[config.mk]
export PLATFORM = sky130hd
export DESIGN_NAME = second_order_byte_checksum_flat
export DESIGN_NICKNAME = d
export VERILOG_FILES = /design/src/design/sobc_pkg.sv /design/src/design/sobc_if.sv /design/src/design/sobc_step.sv /design/src/design/second_order_byte_checksum.sv /design/src/flat_wrapper.sv
export SDC_FILE = /design/constraint.sdc
export NUM_CORES = 1
export LEC_CHECK = 0
export ABC_AREA = 1
export ABC_CLOCK_PERIOD_IN_PS = 13600
export BUFFER_PORTS_ARGS = -buffer_cell sky130_fd_sc_hd__buf_2
export CORE_MARGIN = 4
export CORE_UTILIZATION = 60
export CTS_BUF_LIST = sky130_fd_sc_hd__clkbuf_16
export DETAILED_ROUTE_END_ITERATION = 12
export PLACE_DENSITY = 0.85
export SLEW_MARGIN = 20
export SYNTH_ARGS = -nofsm -noshare
export SYNTH_HDL_FRONTEND = slang
export SYNTH_SLANG_ARGS = --single-unit
[constraint.sdc]
create_clock -name i_clk -period 13.6 [get_ports i_clk]
set_clock_uncertainty 0.05 [all_clocks]
set_input_delay 1.36 -clock i_clk [delete_from_list [all_inputs] [get_ports i_clk]]
set_output_delay 1.36 -clock i_clk [all_outputs]
set_load 0.02 [all_outputs]
[src/design/sobc_pkg.sv]
// Package for the second-order byte checksum: constants, the recurrence
// state type and the modulo-65535 fold function. No dependencies.
`timescale 1ns / 1ps

package sobc_pkg;

    localparam logic [7:0]  MUL_A        = 8'd17;
    localparam logic [7:0]  MUL_B        = 8'd31;
    localparam logic [15:0] FIRST_OFFSET = 16'd7;
    localparam logic [15:0] MODULUS      = 16'hFFFF;

    // Recurrence state carried from one byte to the next.
    typedef struct packed {
        logic [15:0] older;
        logic [15:0] newer;
        logic [7:0]  position;
    } t_terms;

    // Reduces a 25-bit value modulo 65535. Since 2^16 is congruent to 1,
    // the upper and lower halves are simply added, twice.
    function automatic logic [15:0] mod_fold(input logic [24:0] x);
        logic [16:0] s1;
        logic [15:0] s2;
        s1 = 17'(x[15:0]) + 17'(x[24:16]);
        s2 = s1[15:0] + 16'(s1[16]);
        return (s2 == MODULUS) ? 16'd0 : s2;
    endfunction

endpackage

[src/design/sobc_if.sv]
// Handshake interfaces for the byte requests and the checksum results.
// Depends on nothing but the clockless valid/ready convention.
`timescale 1ns / 1ps

interface sobc_byte_if;
    logic       valid;
    logic       ready;
    logic [7:0] data_byte;
    logic       first_byte;
    logic       last_byte;

    modport source (output valid, output data_byte, output first_byte,
                    output last_byte, input ready);
    modport sink   (input valid, input data_byte, input first_byte,
                    input last_byte, output ready);
endinterface

interface sobc_sum_if;
    logic        valid;
    logic        ready;
    logic [15:0] checksum;

    modport source (output valid, output checksum, input ready);
    modport sink   (input valid, input checksum, output ready);
endinterface

[src/design/sobc_step.sv]
// One step of the checksum recurrence: next terms from a byte and the
// current terms. Purely combinational; uses sobc_pkg.
`timescale 1ns / 1ps

module sobc_step
    import sobc_pkg::*;
(
    input  logic [7:0] i_data_byte,
    input  logic       i_first_byte,
    input  t_terms     i_terms,
    output t_terms     o_terms
);

    logic [7:0]  w_a;
    logic [7:0]  w_b;
    logic [8:0]  w_sum;
    logic [24:0] w_plus;
    logic [24:0] w_minus;
    logic        w_ge;
    logic [24:0] w_mag;
    logic [15:0] w_rem;
    logic [15:0] w_next;

    assign w_a     = 8'(i_terms.position * MUL_A);
    assign w_b     = 8'(i_terms.position * MUL_B);
    assign w_sum   = 9'(i_data_byte) + 9'(w_a);
    assign w_plus  = 25'(w_sum) * 25'(i_terms.newer);
    assign w_minus = 25'(w_b) * 25'(i_terms.older);
    assign w_ge    = (w_plus >= w_minus);
    assign w_mag   = w_ge ? (w_plus - w_minus) : (w_minus - w_plus);
    assign w_rem   = mod_fold(w_mag);

    // A negative difference wraps modulo 2^64, which is congruent to 1,
    // so the result is (1 - remainder) modulo 65535.
    always_comb begin
        if (w_ge) begin
            w_next = w_rem;
        end else if (w_rem <= 16'd1) begin
            w_next = 16'd1 - w_rem;
        end else begin
            w_next = 16'(17'h10000 - 17'(w_rem));
        end
    end

    always_comb begin
        if (i_first_byte) begin
            o_terms.older    = 16'd1;
            o_terms.newer    = 16'(i_data_byte) + FIRST_OFFSET;
            o_terms.position = 8'd1;
        end else begin
            o_terms.older    = i_terms.newer;
            o_terms.newer    = w_next;
            o_terms.position = i_terms.position + 8'd1;
        end
    end

endmodule

[src/design/second_order_byte_checksum.sv]
// Second-order byte checksum, top level. Uses sobc_pkg, sobc_if, sobc_step.
// A request is registered at acceptance, the recurrence runs on the registered
// byte, and its checksum is registered and offered from the output register.
// Throughput: one byte per cycle; a last byte waits only while an earlier
// checksum is still unaccepted. Synchronous active-low reset sets both terms
// to 1 and the byte position to 0, and empties both registers.
`timescale 1ns / 1ps

module second_order_byte_checksum
    import sobc_pkg::*;
(
    input  logic           i_clk,
    input  logic           i_rst_n,
    sobc_byte_if.sink      i_req,
    sobc_sum_if.source     o_rsp
);

    logic        r_in_valid;
    logic [7:0]  r_data_byte;
    logic        r_first_byte;
    logic        r_last_byte;
    t_terms      r_terms;
    logic        r_out_valid;
    logic [15:0] r_checksum;

    t_terms      n_terms;
    logic        w_go;

    sobc_step u_step (
        .i_data_byte  (r_data_byte),
        .i_first_byte (r_first_byte),
        .i_terms      (r_terms),
        .o_terms      (n_terms)
    );

    // A byte without a result never waits for the output register.
    assign w_go        = r_in_valid && (!r_last_byte || !r_out_valid || o_rsp.ready);
    assign i_req.ready = !r_in_valid || w_go;

    assign o_rsp.valid    = r_out_valid;
    assign o_rsp.checksum = r_checksum;

    always_ff @(posedge i_clk) begin
        if (!i_rst_n) begin
            r_in_valid  <= 1'b0;
            r_out_valid <= 1'b0;
            r_terms     <= '{older: 16'd1, newer: 16'd1, position: 8'd0};
        end else begin
            if (i_req.valid && i_req.ready) begin
                r_in_valid   <= 1'b1;
                r_data_byte  <= i_req.data_byte;
                r_first_byte <= i_req.first_byte;
                r_last_byte  <= i_req.last_byte;
            end else if (w_go) begin
                r_in_valid <= 1'b0;
            end

            if (w_go) begin
                r_terms <= n_terms;
            end

            if (w_go && r_last_byte) begin
                r_out_valid <= 1'b1;
                r_checksum  <= n_terms.newer;
            end else if (o_rsp.ready) begin
                r_out_valid <= 1'b0;
            end
        end
    end

endmodule
[src/flat_wrapper.sv]
// flat-port wrapper written by rule: the top's interface ports become plain ports
module second_order_byte_checksum_flat import sobc_pkg::*;
  (i_clk, i_rst_n, i_req_valid, i_req_data_byte, i_req_first_byte, i_req_last_byte, i_req_ready, o_rsp_valid, o_rsp_checksum, o_rsp_ready);
  sobc_byte_if i_req_i ();
  sobc_sum_if o_rsp_i ();
  input  logic i_clk;
  input  logic i_rst_n;
  input wire logic [$bits(i_req_i.valid)-1:0] i_req_valid;
  input wire logic [$bits(i_req_i.data_byte)-1:0] i_req_data_byte;
  input wire logic [$bits(i_req_i.first_byte)-1:0] i_req_first_byte;
  input wire logic [$bits(i_req_i.last_byte)-1:0] i_req_last_byte;
  output wire logic [$bits(i_req_i.ready)-1:0] i_req_ready;
  output wire logic [$bits(o_rsp_i.valid)-1:0] o_rsp_valid;
  output wire logic [$bits(o_rsp_i.checksum)-1:0] o_rsp_checksum;
  input wire logic [$bits(o_rsp_i.ready)-1:0] o_rsp_ready;
  assign i_req_i.valid = i_req_valid;
  assign i_req_i.data_byte = i_req_data_byte;
  assign i_req_i.first_byte = i_req_first_byte;
  assign i_req_i.last_byte = i_req_last_byte;
  assign i_req_ready = i_req_i.ready;
  assign o_rsp_valid = o_rsp_i.valid;
  assign o_rsp_checksum = o_rsp_i.checksum;
  assign o_rsp_i.ready = o_rsp_ready;
  second_order_byte_checksum u_core (.i_clk(i_clk), .i_rst_n(i_rst_n), .i_req(i_req_i), .o_rsp(o_rsp_i));
endmodule
# After elaboration in Yosys (flattened, before gate mapping)
# Index checks and enable logic that the tools add are counted.
[classes] n_addsub=9 mul=4 magnitude_cmp=2 n_eq_ne=1 muxes=9 n_reduce_logical=13
[ops] op="16-bit 2-to-1 mux" count=3
[ops] op="40-bit 2-to-1 mux" count=1
[ops] op="1-bit by 16-bit subtractor with 16-bit output, first input constant" count=2
[ops] op="25-bit by 24-bit greater-or-equal comparator with 1-bit output" count=1
[ops] op="9-bit by 16-bit multiplier with 25-bit output" count=1
[ops] op="25-bit 2-to-1 mux" count=1
[ops] op="24-bit by 25-bit subtractor with 25-bit output" count=1
[ops] op="25-bit by 24-bit subtractor with 25-bit output" count=1
[ops] op="8-bit by 16-bit multiplier with 24-bit output" count=1
[ops] op="16-bit by 9-bit adder with 17-bit output" count=1
[ops] op="16-bit by 1-bit adder with 16-bit output" count=1
[ops] op="16-bit == test, second input constant" count=1
[ops] op="16-bit by 1-bit <= comparator with 1-bit output, second input constant" count=1
[ops] op="8-bit by 5-bit multiplier with 8-bit output, second input constant" count=2
[ops] op="8-bit by 3-bit adder with 9-bit output, second input constant" count=1
[ops] op="8-bit by 8-bit adder with 9-bit output" count=1
[ops] op="8-bit by 1-bit adder with 8-bit output, second input constant" count=1
[ops] op="1-bit 2-to-1 mux" count=4
[ops] op="2-bit AND reduction" count=2
[ops] op="2-bit nonzero test" count=2
[ops] op="1-bit logical AND" count=3
[ops] op="1-bit zero test" count=3
[ops] op="1-bit logical OR" count=3
[totals] reg_bits=68 input_bits=14 output_inout_bits=18 word_cells=47

# Depth between registers and ports, before layout
[logic_depth] ltp_word=13 ltp_mapped=106 ltp_nobuf=101

# Hierarchy
# From an unflattened synthesis, not the netlist that was laid out.
[hier_totals] cells_unflattened=2450 hier_area_um2=16871.2
[by_module_without_submodules] mod="sobc_step" instances=1 cells_per_inst=2151 area_each_um2=14212.4 seq_area_each_um2=0.0
[by_module_without_submodules] mod="second_order_byte_checksum" instances=1 cells_per_inst=299 area_each_um2=2658.8 seq_area_each_um2=1621.6

# Worst setup path after synthesis
# OpenSTA, ideal clock, no wires.
[synth_path] kind="register to register" from="register u_core.r_terms[2] in the netlist's numbering" to="register u_core.r_checksum[12], in the netlist u_core.o_rsp.checksum[12], data pin" setup_time_ps=251 arrival_ps=14373 setup_slack_ps=-1074 path_stages_with_launch=94 n_path_buf=7 period_less_slack_ps=14674 path_cell_list="dfxtp_1 inv_1 fa_1 inv_1 fa_1 inv_1 fa_1 inv_1 ha_1 or2_2 nand2_1 clkbuf_1 nor2_1 fa_1 inv_1 fa_1 fa_1 fa_1 (+58 left out) inv_1 nor2_2 nand2_1 nor2_2 nand3_2 buf_2 buf_2 nand2_1 ha_1 nand2_1 nor2_4 nand2_4 a21oi_2 nand2_1 nand2_1 nand2_1 nand3_2 inv_1"
[synth_lines] element="from (decl)" line_no="second_order_byte_checksum.sv:22" rtl="t_terms r_terms;"
[synth_lines] element="from (signal assigned)" line_no="second_order_byte_checksum.sv:47" rtl="r_terms <= '{older: 16'd1, newer: 16'd1, position: 8'd0};"
[synth_lines] element="from (signal assigned)" line_no="second_order_byte_checksum.sv:59" rtl="r_terms <= n_terms;"
[synth_lines] element="to (signal assigned)" line_no="second_order_byte_checksum.sv:64" rtl="r_checksum <= n_terms.newer;"
[synth_lines] element="to (decl)" line_no="second_order_byte_checksum.sv:24" rtl="logic [15:0] r_checksum;"

==> PnR_summary.wiki <==
{| class="wikitable"
! Metric !! Value
|-
| Via count of the first global-routing pass || about 16000
|-
| Routed vias || approximately 16000
|-
| Library cell with the largest summed area after synthesis || sky130_fd_sc_hd__fa_1
|-
| Placed wire-length estimate || just under 40 mm
|-
| DR WL met3 || approximately 4.0 mm
|-
| Number of levels in the clock H-tree || 3
|-
| Highest metal layer with signal wires || met4
|-
| Outcome || finished, violations left
|-
| Wire length of the first global-routing pass || just under 80 mm
|-
| Standard-cell rows || 60
|-
| Synthesized cell area || approximately 16000 um2
|-
| Routability congestion estimate || between 0.9 and 1
|-
| Crit start category || flop
|-
| Antenna violations before repair || 0
|-
| Type of the worst setup path || flop to flop
|-
| Crit path depth || 95
|-
| Synthesized Nets || between 2000 and 3000
|-
| Library cell used as clock root buffer || sky130_fd_sc_hd__clkbuf_16
|-
| Worst stage delay on the critical path || approximately 570 ps
|-
| Max Clock Freq || ~0.073 GHz
|-
| Tightest Pin Transition || ~890 ps
|-
| Nature of the critical path endpoint || flop
|-
| CP Launch Point || u_core.r_terms[1]
|-
| Yosys reg bits || 68
|-
| Number of iterations in the first detailed-routing pass || 6
|-
| Count of final hold-check violations || 0
|-
| Final-report max-slew violation count || 0
|-
| Full die area || between 20000 and 30000 um2
|-
| Ys flop type || sky130_fd_sc_hd__dfxtp_1
|-
| Setup slack of the critical path after layout || -117.7 ps
|-
| Class of the tightest hold or removal check || flop to flop
|-
| Std-Cell Core Area || ~27000 um2
|-
| Antenna cell count || 0
|-
| Crit path time final || between 10000 and 15000 ps
|-
| Setup repair after global routing missed its margin || yes
|-
| Cell types with the largest area share after synthesis || sky130_fd_sc_hd__fa_1 24%, sky130_fd_sc_hd__ha_1 13%, sky130_fd_sc_hd__nand2_1 13%, sky130_fd_sc_hd__inv_1 12%, sky130_fd_sc_hd__dfxtp_1 5.1%
|-
| Wire length after detailed routing || just under 50 mm
|-
| Width of the die || roughly 170 um
|-
| Num ports || 32
|-
| Length in cells of the worst reg-to-reg path || 95
|-
| Post-cts hold buffer count || 0
|-
| Largest fanout of any net on the critical path || 18
|-
| Violations in the final reports || negative setup slack
|-
| FF-to-FF setup slack || -120 ps
|-
| Largest net degree at the start of global routing || 43
|-
| Number of input and output port buffers inserted || 31
|-
| Number of max-capacitance violations reported || 0
|-
| Detailed-routing wirelength on met1 || about 19 mm
|-
| Tcrit/Tclk final || 100.9%
|-
| Via density || 5.595
|-
| CP endpoint || u_core.o_rsp.checksum[13]
|-
| Netlist cell types || 53
|-
| Clock network latency to the later pin of the worst-skew pair || 340 ps
|-
| Max_slew headroom || 40.40%
|-
| Critical path buffers and inverters || 15
|-
| Cell repeated most along the worst path || sky130_fd_sc_hd__nand2_1
|-
| Remaining global-route overflow || 0
|-
| Top-area cell type share of the netlist area || about 24%
|-
| CP top delay family || adder cells
|-
| DRC violation count after routing || 0
|-
| Antenna-violating nets left || 0
|-
| Global-route usage over all layers || 31.86%
|-
| Number of nets in the final layout || approximately 2800
|-
| Clock input transition at the sequential cells of the worst setup and hold paths || ~60 ps
|-
| Avg WL per Cell || 17.56 um
|-
| Data required time at the worst endpoint || between 10000 and 15000 ps
|-
| Layout cell share with drive strength beyond 1 || between 10% and 20%
|-
| Layout Utilization || 69.93%
|-
| Sequential fraction of the synthesis area || 9.907%
|-
| Non-Filler Cell Area, Final || 18800 um2
|-
| CTS tree || built
|-
| R2R Path End || u_core.o_rsp.checksum[13]
|-
| Mapped Cells || ~2300
|-
| DRT iter0 DRCs || 1379
|-
| Number of buffers created by CTS || 9
|-
| Count of flip-flops with a built-in enable after synthesis || 26
|-
| RR Startpoint || u_core.r_terms[1]
|-
| Total number of clock tree sinks || 68
|-
| Vert. Die Dim || 173.2 um
|-
| Area Growth Syn to Fin || 14.83%
|-
| Setup-failing EPs final || 10
|-
| Warnings from Yosys || 0
|-
| Fill cell total of the finished layout || between 2000 and 2500
|-
| Placed cell areas || between 15000 and 20000 um2
|-
| Arrival time of the worst setup path || about 14000 ps
|-
| Maximum buffer depth of the clock tree || 2
|-
| Detailed route wirelength on metal2 || between 20 and 25 mm
|-
| Critical-path top delay cell || sky130_fd_sc_hd__fa_1
|-
| Initial Utilization || slightly above 60%
|-
| Avg Synthesized Cell Area || 6.980 um2
|-
| Async SR Flop Fraction || 0%
|}
## Yosys cell counts, types with 3 or more instances
| cell | count |
|---|---|
| sky130_fd_sc_hd__xor2_1 | 56 |
| sky130_fd_sc_hd__ha_1 | 173 |
| sky130_fd_sc_hd__o21ai_0 | 81 |
| sky130_fd_sc_hd__nand4_1 | 17 |
| sky130_fd_sc_hd__buf_2 | 8 |
| sky130_fd_sc_hd__buf_1 | 8 |
| sky130_fd_sc_hd__o41ai_1 | 5 |
| sky130_fd_sc_hd__inv_2 | 6 |
| sky130_fd_sc_hd__o21bai_1 | 5 |
| sky130_fd_sc_hd__fa_1 | 197 |
| sky130_fd_sc_hd__nand2_4 | 5 |
| sky130_fd_sc_hd__inv_1 | 523 |
| sky130_fd_sc_hd__nand2_2 | 13 |
| sky130_fd_sc_hd__a31o_2 | 3 |
| sky130_fd_sc_hd__nor2_2 | 13 |
| sky130_fd_sc_hd__nand2_1 | 555 |
| sky130_fd_sc_hd__a211oi_1 | 18 |
| sky130_fd_sc_hd__nor2_1 | 193 |
| sky130_fd_sc_hd__a31oi_1 | 4 |
| sky130_fd_sc_hd__or2_2 | 12 |
| sky130_fd_sc_hd__o211ai_1 | 3 |
| sky130_fd_sc_hd__a21oi_1 | 135 |
| sky130_fd_sc_hd__nand3_1 | 101 |
| sky130_fd_sc_hd__edfxtp_1 | 26 |
| sky130_fd_sc_hd__buf_6 | 3 |
| sky130_fd_sc_hd__a21o_1 | 4 |
| sky130_fd_sc_hd__nand3_2 | 6 |
| sky130_fd_sc_hd__o21ai_2 | 4 |
| sky130_fd_sc_hd__nand3b_1 | 5 |
| sky130_fd_sc_hd__xnor2_1 | 35 |
| sky130_fd_sc_hd__clkbuf_1 | 44 |
| sky130_fd_sc_hd__o21ai_1 | 12 |
| sky130_fd_sc_hd__dfxtp_1 | 42 |
| sky130_fd_sc_hd__a21oi_2 | 4 |
## how the worst min path moves through the flow
stage                             startpoint            endpoint  slack, ps  cells past startpoint
final                      u_core.r_terms[4]   u_core.r_terms[4]        500                      2
after detailed placement   u_core.r_terms[4]   u_core.r_terms[4]        500                      2
after global placement    u_core.o_rsp.valid  u_core.o_rsp.valid        470                      2
after floorplan            u_core.r_terms[2]   u_core.r_terms[2]        450                      1
after global routing       u_core.r_terms[4]   u_core.r_terms[4]        540                      2
after CTS                  u_core.r_terms[4]   u_core.r_terms[4]        510                      2
## cell type report
class	instances	area (um2)	share of cell area, %
multi-input combinational	1682	13240	70.44
inverter	531	2001	10.64
sequential	68	1634	8.694
timing repair buffer	155	1146	6.098
tap	341	426.7	2.270
clock buffer	9	225.2	1.198
clock inverter	7	123.9	0.6590
## per-layer routing
| metal | global-route usage (%) | vias up |
|---|---|---|
| met4 | 14.27 | 0 |
| met5 | 0 | - |
| li1 | - | 7349 |
| met2 | 54.50 | 735 |
| met1 | 39.87 | 7335 |
| met3 | 5.181 | 208 |
## through the flow
stage               TNS [ps]  hold slack [ps]  setup slack [ps]  std cells
detailed placement    -10070            499.6            -411.6       2746
global placement      -634.5            466.8            -85.19       2746
floorplan                  0            448.2             3.014       2345
global route          -25260            537.6            -879.1       2793
finish                -425.0            504.4            -117.7       2793
CTS                        0            508.8             4.644       2776
## state kept, by name (all words and copies together) (netlist names)
signal and cells:
u_core.o_rsp.valid 1, u_core.r_last_byte 1, u_core.r_data_byte 8, u_core.r_first_byte 1, u_core.o_rsp.checksum 16, u_core.r_terms 40, u_core.r_in_valid 1
## what timing repair did
item / CTS / global route
endpoints found under the setup margin: 32 / 32
cloned: 1 / 0
setup buffers: 13 / 17
resized for setup: 48 / 106
pin swaps: 47 / 88
## worst register-to-register path: cells and delay by family (launching register included)
family / cells / cell delay, ps
buffers and inverters: 15 / 1320
DFF: 1 / 360
and+or+nand+nor: 51 / 4740
AOI/OAI and AO/OA: 12 / 1520
adders and majority gates: 13 / 4820
xor gates and xnor gates: 4 / 680
## cell usage in the layout (no fill, tap or decap), types with 5 or more instances in the layout
cell	n
sky130_fd_sc_hd__nand2_1	533
sky130_fd_sc_hd__or2_2	10
sky130_fd_sc_hd__nor2_4	15
sky130_fd_sc_hd__clkbuf_16	9
sky130_fd_sc_hd__buf_2	31
sky130_fd_sc_hd__nand4_1	17
sky130_fd_sc_hd__a21oi_1	121
sky130_fd_sc_hd__xor2_1	52
sky130_fd_sc_hd__inv_2	21
sky130_fd_sc_hd__nand3_1	84
sky130_fd_sc_hd__a211oi_1	18
sky130_fd_sc_hd__buf_4	115
sky130_fd_sc_hd__nor2_1	173
sky130_fd_sc_hd__nand2_4	10
sky130_fd_sc_hd__nand3b_1	5
sky130_fd_sc_hd__a21oi_2	17
sky130_fd_sc_hd__ha_4	15
sky130_fd_sc_hd__inv_1	507
sky130_fd_sc_hd__o21ai_0	67
sky130_fd_sc_hd__ha_1	154
sky130_fd_sc_hd__nand3_2	19
sky130_fd_sc_hd__edfxtp_1	26
sky130_fd_sc_hd__xnor2_1	29
sky130_fd_sc_hd__dfxtp_1	38
sky130_fd_sc_hd__nor2_2	19
sky130_fd_sc_hd__o21ai_2	14
sky130_fd_sc_hd__nand2_2	31
sky130_fd_sc_hd__o21ai_1	15
sky130_fd_sc_hd__xnor2_2	6
sky130_fd_sc_hd__o21bai_1	5
sky130_fd_sc_hd__fa_1	194
sky130_fd_sc_hd__buf_6	6
## logic make-up (layout without fill, tap and decap cells)
group                    count (synthesis)  in the layout  share of synthesized area (%)
AND/OR/NAND/NOR                        927            928                          23.65
buffers and inverters                  596            702                          13.91
adder cells (fa/ha/maj)                370            370                          37.32
AO/OA/AOI/OAI                          289            289                          9.983
XOR/XNOR                                92             92                          5.037
flip-flops                              68             68                          9.907
multiplexers                             3              3                         0.1911
Power is not shown: default switching activity piles up to over one toggle a cycle in this logic, so the estimate is an artifact.
